<file path="src/hdl/fgn_pkg.sv">
// shared types, constants and helper functions for the fractal gradient noise block
`default_nettype none
package fgn_pkg;
   localparam int TABLE_SIZE  = 256;
   localparam int TBL_AW      = $clog2(TABLE_SIZE);
   localparam int BYTE_W      = 8;
   localparam int MAX_OCTAVES = 8;
   localparam int OCT_W       = 4;
   localparam int COORD_W     = 24;
   localparam int FRAC_W      = 16;
   localparam int NOISE_W     = 18;
   localparam int HEIGHT_W    = 8;
   localparam int GRAD_W      = 19;
   localparam int OCT_NOISE_W = 20;
   localparam int ACC_W       = OCT_NOISE_W + MAX_OCTAVES;
   localparam int MAG_W       = ACC_W - 1;
   localparam int DIV_W       = MAX_OCTAVES;
   localparam int RECIP_W     = 32;
   localparam int REQ_DATA_W  = 64;
   localparam int RSP_DATA_W  = 32;

   localparam int INNER_BIAS  = 10 * 65536;
   localparam int ONE_Q16     = 65536;
   localparam int NOISE_MAX   = 131071;
   localparam int NOISE_MIN_MAG = 131072;
   localparam int HEIGHT_MAX  = 255;

   // pipeline stage numbers
   localparam int ST_IN    = 1;
   localparam int ST_A     = 2;
   localparam int ST_B     = 3;
   localparam int ST_GRAD  = 4;
   localparam int ST_MUL1  = 5;
   localparam int ST_LERP1 = 6;
   localparam int ST_MUL2  = 7;
   localparam int ST_NOISE = 8;
   localparam int ST_TERM  = 9;
   localparam int ST_SUM   = 10;
   localparam int ST_MAG   = 11;
   localparam int ST_RECIP = 12;
   localparam int ST_BACK  = 13;
   localparam int ST_QUOT  = 14;
   localparam int ST_SAT   = 15;
   localparam int ST_OUT   = 16;
   localparam int LANE_FIRST = ST_A;
   localparam int LANE_LAST  = ST_NOISE;
   localparam int NORM_FIRST = ST_TERM;
   localparam int NUM_STAGES = ST_OUT;

   localparam logic OP_LOAD = 1'b0;
   localparam logic OP_EVAL = 1'b1;

   localparam logic [1:0] GRAD_XPY = 2'd0;
   localparam logic [1:0] GRAD_YMX = 2'd1;
   localparam logic [1:0] GRAD_XMY = 2'd2;
   localparam logic [1:0] GRAD_NEG = 2'd3;

   typedef struct packed {
      logic              we;
      logic [TBL_AW-1:0] addr;
      logic [BYTE_W-1:0] data;
   } tbl_wr_type;

   typedef logic signed [GRAD_W-1:0] grad_type;

   function automatic grad_type grad(input logic [1:0] h,
                                     input logic signed [FRAC_W+1:0] gx,
                                     input logic signed [FRAC_W+1:0] gy);
      grad_type sx, sy, g;
      sx = GRAD_W'(gx);
      sy = GRAD_W'(gy);
      unique case (h)
         GRAD_XPY: g = sx + sy;
         GRAD_YMX: g = sy - sx;
         GRAD_XMY: g = sx - sy;
         default:  g = -sx - sy;
      endcase
      return g;
   endfunction

   function automatic logic [OCT_W-1:0] clamp_oct(input logic [OCT_W-1:0] c);
      logic [OCT_W-1:0] r;
      if (c == '0) r = OCT_W'(1);
      else if (c > OCT_W'(MAX_OCTAVES)) r = OCT_W'(MAX_OCTAVES);
      else r = c;
      return r;
   endfunction

   // total weight 2^n - 1
   function automatic logic [DIV_W-1:0] divisor(input logic [OCT_W-1:0] n);
      logic [DIV_W:0] one;
      one = (DIV_W+1)'(1) << n;
      return DIV_W'(one - (DIV_W+1)'(1));
   endfunction

   // floor(2^32 / (2^n - 1)), all ones for a single octave
   function automatic logic [RECIP_W-1:0] recip(input logic [OCT_W-1:0] n);
      logic [RECIP_W-1:0] r;
      unique case (n)
         4'd2:    r = 32'h5555_5555;
         4'd3:    r = 32'h2492_4924;
         4'd4:    r = 32'h1111_1111;
         4'd5:    r = 32'h0842_1084;
         4'd6:    r = 32'h0410_4104;
         4'd7:    r = 32'h0204_0810;
         4'd8:    r = 32'h0101_0101;
         default: r = 32'hFFFF_FFFF;
      endcase
      return r;
   endfunction
endpackage
`default_nettype wire

</file>
<file path="src/hdl/fgn_norm.sv">
// weighted octave sum, division by total weight, saturation and height mapping
`default_nettype none
module fgn_norm (
   input  logic                                          clock,
   input  logic [fgn_pkg::NUM_STAGES:fgn_pkg::NORM_FIRST] stage_en,
   input  logic signed [fgn_pkg::OCT_NOISE_W-1:0]        oct_noise [fgn_pkg::MAX_OCTAVES],
   input  logic [fgn_pkg::OCT_W-1:0]                     oct_count,
   input  logic                                          is_eval,
   output logic signed [fgn_pkg::NOISE_W-1:0]            noise_value,
   output logic [fgn_pkg::HEIGHT_W-1:0]                  height_byte,
   output logic                                          is_eval_out
);
   import fgn_pkg::*;

   // weighted terms
   logic signed [ACC_W-1:0] term_in [MAX_OCTAVES];
   logic signed [ACC_W-1:0] term_ff [MAX_OCTAVES];
   logic [OCT_W-1:0] oct9_ff, oct10_ff;
   logic ev9_ff, ev10_ff, ev11_ff, ev12_ff, ev13_ff, ev14_ff, ev15_ff;

   always_comb begin
      for (int k = 0; k < MAX_OCTAVES; k++) begin
         if (OCT_W'(k) < oct_count)
            term_in[k] = ACC_W'(oct_noise[k]) <<< (oct_count - OCT_W'(k + 1));
         else
            term_in[k] = '0;
      end
   end

   always_ff @(posedge clock) begin
      if (stage_en[ST_TERM]) begin
         term_ff <= term_in;
         oct9_ff <= oct_count;
         ev9_ff  <= is_eval;
      end
   end

   logic signed [ACC_W-1:0] acc_in, acc_ff;
   always_comb begin
      acc_in = '0;
      for (int k = 0; k < MAX_OCTAVES; k++) acc_in = acc_in + term_ff[k];
   end

   always_ff @(posedge clock) begin
      if (stage_en[ST_SUM]) begin
         acc_ff   <= acc_in;
         oct10_ff <= oct9_ff;
         ev10_ff  <= ev9_ff;
      end
   end

   // floor division of a negative sum: -((-a + d - 1) / d), and -a + d - 1 = ~a + d
   logic [DIV_W-1:0]   d_in;
   logic [ACC_W-1:0]   mag_neg;
   logic [MAG_W-1:0]   mag11_ff, mag12_ff, mag13_ff;
   logic [RECIP_W-1:0] recip_ff;
   logic [DIV_W-1:0]   d11_ff, d12_ff, d13_ff;
   logic               neg11_ff, neg12_ff, neg13_ff, neg14_ff;

   assign d_in    = divisor(oct10_ff);
   assign mag_neg = ~acc_ff + ACC_W'(d_in);

   always_ff @(posedge clock) begin
      if (stage_en[ST_MAG]) begin
         mag11_ff <= acc_ff[ACC_W-1] ? MAG_W'(mag_neg) : MAG_W'(acc_ff);
         recip_ff <= recip(oct10_ff);
         d11_ff   <= d_in;
         neg11_ff <= acc_ff[ACC_W-1];
         ev11_ff  <= ev10_ff;
      end
   end

   // quotient estimate, low by at most one
   logic [MAG_W+RECIP_W-1:0] qp;
   logic [MAG_W-1:0]         qest12_ff, qest13_ff, qd13_ff;
   assign qp = {{RECIP_W{1'b0}}, mag11_ff} * {{MAG_W{1'b0}}, recip_ff};

   always_ff @(posedge clock) begin
      if (stage_en[ST_RECIP]) begin
         qest12_ff <= qp[RECIP_W +: MAG_W];
         mag12_ff  <= mag11_ff;
         d12_ff    <= d11_ff;
         neg12_ff  <= neg11_ff;
         ev12_ff   <= ev11_ff;
      end
   end

   logic [MAG_W+DIV_W-1:0] qd;
   assign qd = {{DIV_W{1'b0}}, qest12_ff} * {{MAG_W{1'b0}}, d12_ff};

   always_ff @(posedge clock) begin
      if (stage_en[ST_BACK]) begin
         qd13_ff   <= MAG_W'(qd);
         qest13_ff <= qest12_ff;
         mag13_ff  <= mag12_ff;
         d13_ff    <= d12_ff;
         neg13_ff  <= neg12_ff;
         ev13_ff   <= ev12_ff;
      end
   end

   logic [MAG_W-1:0] rem, q14_ff;
   assign rem = mag13_ff - qd13_ff;

   always_ff @(posedge clock) begin
      if (stage_en[ST_QUOT]) begin
         q14_ff   <= (rem >= MAG_W'(d13_ff)) ? qest13_ff + MAG_W'(1) : qest13_ff;
         neg14_ff <= neg13_ff;
         ev14_ff  <= ev13_ff;
      end
   end

   // saturate into q2.16
   logic signed [NOISE_W-1:0] res_in, res15_ff;
   always_comb begin
      if (neg14_ff) begin
         if (q14_ff > MAG_W'(NOISE_MIN_MAG)) res_in = NOISE_W'(-NOISE_MIN_MAG);
         else res_in = NOISE_W'(-q14_ff);
      end else begin
         if (q14_ff > MAG_W'(NOISE_MAX)) res_in = NOISE_W'(NOISE_MAX);
         else res_in = NOISE_W'(q14_ff);
      end
   end

   always_ff @(posedge clock) begin
      if (stage_en[ST_SAT]) begin
         res15_ff <= res_in;
         ev15_ff  <= ev14_ff;
      end
   end

   // height: floor((noise + 1.0) * 255 / 2)
   logic signed [NOISE_W:0] hv;
   logic [26:0]             hp;
   logic [HEIGHT_W-1:0]     h_in;
   assign hv = (NOISE_W+1)'(res15_ff) + (NOISE_W+1)'(ONE_Q16);
   assign hp = {hv[NOISE_W-1:0], 8'b0} - 27'(hv[NOISE_W-1:0]);

   always_comb begin
      if (hv <= 0) h_in = '0;
      else if (hp[26:FRAC_W+1] > 10'(HEIGHT_MAX)) h_in = HEIGHT_W'(HEIGHT_MAX);
      else h_in = hp[FRAC_W+1 +: HEIGHT_W];
   end

   logic signed [NOISE_W-1:0] noise_ff;
   logic [HEIGHT_W-1:0]       height_ff;
   logic                      ev_ff;
   always_ff @(posedge clock) begin
      if (stage_en[ST_OUT]) begin
         noise_ff  <= ev15_ff ? res15_ff : '0;
         height_ff <= ev15_ff ? h_in : '0;
         ev_ff     <= ev15_ff;
      end
   end

   assign noise_value = noise_ff;
   assign height_byte = height_ff;
   assign is_eval_out = ev_ff;
endmodule
`default_nettype wire

</file>
<file path="config.mk">
export PLATFORM = sky130hd
export DESIGN_NAME = fgn_norm
export DESIGN_NICKNAME = d
export VERILOG_FILES = /design/src/hdl/fgn_pkg.sv /design/src/hdl/fgn_norm.sv
export SDC_FILE = /design/constraint.sdc
export NUM_CORES = 2
export LEC_CHECK = 0
export BUFFER_PORTS_ARGS = -buffer_cell sky130_fd_sc_hd__buf_2
export CAP_MARGIN = 20
export CORE_ASPECT_RATIO = 1.5
export CORE_UTILIZATION = 65
export CTS_BUF_LIST = sky130_fd_sc_hd__clkbuf_2 sky130_fd_sc_hd__clkbuf_4 sky130_fd_sc_hd__clkbuf_8
export DETAILED_ROUTE_END_ITERATION = 8
export PLACE_DENSITY = 0.84
export SLEW_MARGIN = 25
export SYNTH_ARGS = -nofsm -noshare
export SYNTH_HDL_FRONTEND = slang
export SYNTH_SLANG_ARGS = --single-unit
</file>
<file path="constraint.sdc">
create_clock -name clock -period 13.7 [get_ports clock]
set_input_delay 2.055 -clock clock [delete_from_list [all_inputs] [get_ports clock]]
set_output_delay 2.055 -clock clock [all_outputs]
set_load 0.01 [all_outputs]
</file>
Word-level counts from Yosys, hierarchy flattened
Index checks and enable logic that the tools add are counted.
Storage, ports and cells
  register bits: 561
  bits of input ports: 174
  output and inout bits: 27
  word-level logic and storage cells: 100
Cells by class
  add/subtract/negate cells: 22
  multipliers: 2
  magnitude comparators: 13
  equal/unequal tests: 7
  shift operators: 9
  multiplexer cells: 7
  bitwise gates (word level): 2
  reductions and logical operators: 1
Operators with widths (number)
  case mux 32 bit (7 select lines): 1
  <<< shifter 20 x 4 -> 28 bit: 8
  adder 28 bit: 7
  multiplier 27 x 32 -> 59 bit: 1
  two-way mux 18 bit: 3
  two-way mux 27 bit: 2
  adder 27 x 1 -> 27 bit (second input constant): 1
  adder 27 x 8 -> 27 bit: 1
  >= comparator 27 x 8 -> 1 bit: 1
  > comparator 27 x 17 -> 1 bit (second input constant): 1
  > comparator 27 x 18 -> 1 bit (second input constant): 1
  multiplier 27 x 8 -> 27 bit: 1
  inverter 27 bit: 1
  subtractor 26 x 18 -> 27 bit: 1
  subtractor 27 bit: 1
  adder 18 x 18 -> 19 bit (second input constant): 1
  <= comparator 19 x 1 -> 1 bit (second input constant): 1
  negator 18 bit: 1
  equality test 4 x 3 -> 1 bit (second input constant): 4
  < comparator 3 x 4 -> 1 bit (first input constant): 4
  subtractor 4 x 3 -> 4 bit (second input constant): 4
  > comparator 10 x 8 -> 1 bit (second input constant): 1
  equality test 4 x 2 -> 1 bit (second input constant): 2
  < comparator 1 x 4 -> 1 bit (first input constant): 2
  other kinds (10): 12

Logic depth before layout (Yosys ltp)
  depth after elaboration: 7
  mapped depth: 29
  depth with buffers taken out: 27

Least setup slack after synthesis
No wires, ideal clock.
  path kind: register to register
  start: register recip_ff[21]
  end: register qest12_ff[25] (data pin)
  library setup time: 258 ps
  data arrival time: 6985 ps
  data required time: 13442 ps
  path slack: 6458 ps
  cell stages (with the launch flop): 28
  path buffers: 2
  clock period less this slack: 7242 ps
  path through: edfxtp_1 -> clkbuf_1 -> clkbuf_1 -> nand2_1 -> fa_1 -> inv_1 -> fa_1 -> inv_1 -> fa_1 -> fa_1 -> fa_1 -> inv_1 -> fa_1 -> inv_1 -> fa_1 -> inv_1 -> ha_1 -> nand2_1 -> o211ai_1 -> nor2_1 -> a211o_1 -> a211o_1 -> a21bo_2 -> a21oi_1 -> o2111ai_1 -> a31oi_1 -> a21oi_1 -> xnor2_1
On the way
  word-level cells in the longest chain between the ends: 1
Ends and longest elaborated chain
  start, declared: line fgn_norm.sv:56  | logic [RECIP_W-1:0] recip_ff;
  start signal, assigned: line fgn_norm.sv:66  | recip_ff <= recip(oct10_ff);
  multiplier 27 x 32 -> 59 bit: line fgn_norm.sv:76  | assign qp = {{RECIP_W{1'b0}}, mag11_ff} * {{MAG_W{1'b0}}, recip_ff};
  via qp[57]: line fgn_norm.sv:74  | logic [MAG_W+RECIP_W-1:0] qp;
  end signal, assigned: line fgn_norm.sv:80  | qest12_ff <= qp[RECIP_W +: MAG_W];
  end, declared: line fgn_norm.sv:75  | logic [MAG_W-1:0] qest12_ff, qest13_ff, qd13_ff;
The timed path passes the listed nets, and every way through them passes these cells.
A chain may end at the register's enable or synchronous reset.

Final worst setup path
  start: register mag11_ff[4]
  end: register qest12_ff[25] (data pin)
On the way
  word-level cells in the longest chain between the ends: 1
Ends and longest elaborated chain
  start, declared: line fgn_norm.sv:55  | logic [MAG_W-1:0] mag11_ff, mag12_ff, mag13_ff;
  start signal, assigned: line fgn_norm.sv:65  | mag11_ff <= acc_ff[ACC_W-1] ? MAG_W'(mag_neg) : MAG_W'(acc_ff);
  multiplier 27 x 32 -> 59 bit: line fgn_norm.sv:76
  via qp[57]: line fgn_norm.sv:74
The timed path passes the listed nets, and every way through them passes these cells.

==> results_dict.tcl <==
set metrics [dict create \
    crit_path_start_kind "flop" \
    clock_sinks 546 \
    r2r_end "qest12_ff[25]$_DFFE_PP_" \
    async_reset_ff_share_pct 0 \
    tightest_slew_ns 1.166 \
    maxSlewViolCount 0 \
    ios 201 \
    grt_max_degree 89 \
    wl_per_cell_um 26.50 \
    finalWeightedCongestion 1.134 \
    drtAntennaViolNets 0 \
    synthesis.instances 6140 \
    final_hold_viol_count 0 \
    min_period_ns 9.086 \
    clk_pin_slew_ns 0.07 \
    endpoint_kind "flop" \
    post_cts_buffers 0 \
    io_buffers 200 \
    hold_ws_ns 0.4144 \
    viasPerCell 6.145 \
    antenna_found_initial 10 \
    avgSynthCellArea_um2 10.34 \
    met2_usage_pct 72.04 \
    hp-start "neg12_ff$_DFFE_PP_" \
    top_usage_layer "met2" \
    reg2reg_depth 25 \
    synth.top_cells.by_area "fa_1 32%, edfxtp_1 26%, inv_1 7.9%, ha_1 6.8%, nand2_1 3.8%" \
    synth.most_common_cell "inv_1" \
    dr.pass1.iters 8 \
    hold-path-endpoint "neg13_ff$_DFFE_PP_" \
    clk_path_buf_depth 3 \
    synth_nets 7675 \
    synth_top_area_cell "fa_1" \
    area_growth_pct 6.756 \
    clkLatencyLatePin_ns 0.82 \
    critical_path_arrival_ns 9.60 \
    clock_tree.root_cell "clkbuf_8" \
    worstPathMaxFanout 18 \
    core_area_mm2 0.09687 \
    fin_crit_sh_pct 66.32 \
    drive_gt1_share_pct 8.500 \
    rsz0062_at_grt "false" \
    vias 46730 \
    cts_tree "yes" \
    fp.dieH_um 384.7 \
    htree_num_levels 3 \
    route.detailed.drc 0 \
    yosysSeqAreaShare_pct 25.83 \
    drv_cap 0 \
    synth_seq_cells 546 \
    synth_cell_types 81 \
    grt_usage_pct 41.90 \
    r2r_start "mag11_ff[4]$_DFFE_PP_" \
    grt_overflow 0 \
    row_count 140 \
    fillers 7050 \
    postRouteWirelength_mm 201.5 \
    finClkSkew_ns 0.09282 \
    drt_iter0_drc 4799 \
    cts_buffers 85 \
    die_area_mm2 0.09892 \
    grt_pass1_vias 49320 \
    synthTopCellsByCount "1339 x inv_1, 1016 x fa_1, 639 x nand2_1" \
    yosysTopAreaCellShare_pct 32.05 \
    yosys_most_used_dff "edfxtp_1" \
    dp.final_hpwl_mm 163.6 \
    grt_first_pass_wirelength_mm 297.4 \
    initial_utilization_pct 65.52 \
    cts_resized 0 \
    grt_use_met1_pct 39.31 \
    die_w_um 257.1 \
    worstPathRequired_ns 14.21 \
    r2r_setup_slack_ns 4.61 \
    crit_type "reg -> reg" \
    syn_area_mm2 0.06347 \
    finalSetupViolations 0 \
    cts_hold_buf 0 \
    synth_edf_count 546 \
    holdPathStages 0 \
    hold_class "reg -> reg" \
    grtUsageMet3_pct 9.172 \
    yosys_warnings 0 \
    setup_tns_ns 0 \
    final_nets 7783 \
    status "finished, final reports clean" \
    slew_headroom_pct 22.24 \
    max_freq_mhz 110.1 \
]
[layout make-up]
class                   count  area [µm²]  share of cell area (%)
diodes                      8       20.02                 0.02955
clock buffers             102        1310                   1.933
clock inverters            55       658.1                  0.9713
inverters                1344        5045                   7.446
multi-input cells        4003       41160                   60.74
flip-flops and latches    546       16400                   24.20
well taps                1278        1599                   2.360
repair buffers            268        1570                   2.318
[state kept, by name, summed over array words and instances, names as in the netlist, 4 cells and up]
signal	count
noise_value	18
height_byte	8
d11_ff	8
mag13_ff	27
oct10_ff	4
res15_ff	18
qest12_ff	27
mag11_ff	27
term_ff	224
d13_ff	8
q14_ff	27
acc_ff	28
qd13_ff	27
oct9_ff	4
mag12_ff	27
qest13_ff	27
d12_ff	8
recip_ff	17
[worst max-delay path: stages, from the launching register on]
cell       delay (ns)
edfxtp_1         0.89
nand2_1          0.58
fa_1             0.67
inv_1            0.06
fa_1             0.52
inv_1            0.06
fa_1             0.47
fa_1             0.55
inv_1            0.05
fa_1             0.49
fa_1             0.50
inv_1            0.05
fa_1             0.48
inv_1            0.05
ha_1             0.28
nand2_1          0.07
nor2_1           0.15
nand3_1          0.49
a211o_1          0.49
a211o_1          0.31
a21bo_2          0.24
a21oi_1          0.46
o2111ai_1        0.28
a31oi_1          0.30
a21oi_1          0.13
xnor2_1          0.13
[per-layer routing]
layer,vias to the layer above,part of all wire (%)
li1,19880,-
met1,22890,29
met2,2854,50
met3,1095,8.1
met4,8,14
met5,-,0.018
[per-stage QoR]
stage                     cells  utilization [%]  setup slack (ns)  cell area (µm²)
after global placement     7436            67.81             4.837            65690
after global routing       7601            69.94             4.377            67750
after detailed placement   7436            67.81             4.749            65690
after floorplan            6140                -             6.458            63470
final                      7604            69.95             4.614            67760
after CTS                  7593            69.84             4.601            67660
[cell usage in the layout (no fill, tap or decap), types with 59 or more instances in the layout]
| cell | netlist | routed |
|---|---|---|
| a21oi_1 | 236 | 236 |
| and2_1 | 258 | 258 |
| buf_2 | 2 | 196 |
| buf_4 | 0 | 66 |
| clkbuf_8 | 0 | 88 |
| edfxtp_1 | 546 | 546 |
| fa_1 | 1016 | 1016 |
| ha_1 | 345 | 344 |
| inv_1 | 1339 | 1339 |
| mux2i_1 | 141 | 141 |
| mux4_2 | 68 | 68 |
| nand2_1 | 639 | 639 |
| nor2_1 | 277 | 277 |
| nor3_1 | 64 | 64 |
| o21ai_0 | 123 | 123 |
| o22ai_1 | 87 | 87 |
| xnor2_1 | 125 | 121 |
| xor2_1 | 61 | 59 |
[kinds of logic after synthesis]
group / Yosys count / synth area share (%)
flip-flops: 546 / 25.83
AND/OR/NAND/NOR: 1493 / 11.02
buffers and inverters: 1591 / 9.437
adder cells (fa/ha/maj): 1361 / 38.85
multiplexers: 232 / 5.045
XOR/XNOR: 186 / 2.567
AO/OA/AOI/OAI: 731 / 7.247
[how the worst max path moves through the flow]
stage | depth (start not counted) | slack [ns] | endpoint | startpoint
after global placement | 25 | 4.84 | qest12_ff[25]$_DFFE_PP_ | recip_ff[21]$_DFFE_PP_
after floorplan | 27 | 6.46 | qest12_ff[25]$_DFFE_PP_ | recip_ff[21]$_DFFE_PP_
final | 25 | 4.61 | qest12_ff[25]$_DFFE_PP_ | mag11_ff[4]$_DFFE_PP_
after CTS | 25 | 4.60 | qest12_ff[25]$_DFFE_PP_ | recip_ff[21]$_DFFE_PP_
after detailed placement | 25 | 4.75 | qest12_ff[25]$_DFFE_PP_ | recip_ff[21]$_DFFE_PP_
after global routing | 25 | 4.38 | qest12_ff[25]$_DFFE_PP_ | mag11_ff[6]$_DFFE_PP_
Power is left out: the tool's default activity adds up to more than one toggle a clock period on the data nets, which glitch-free logic cannot reach.
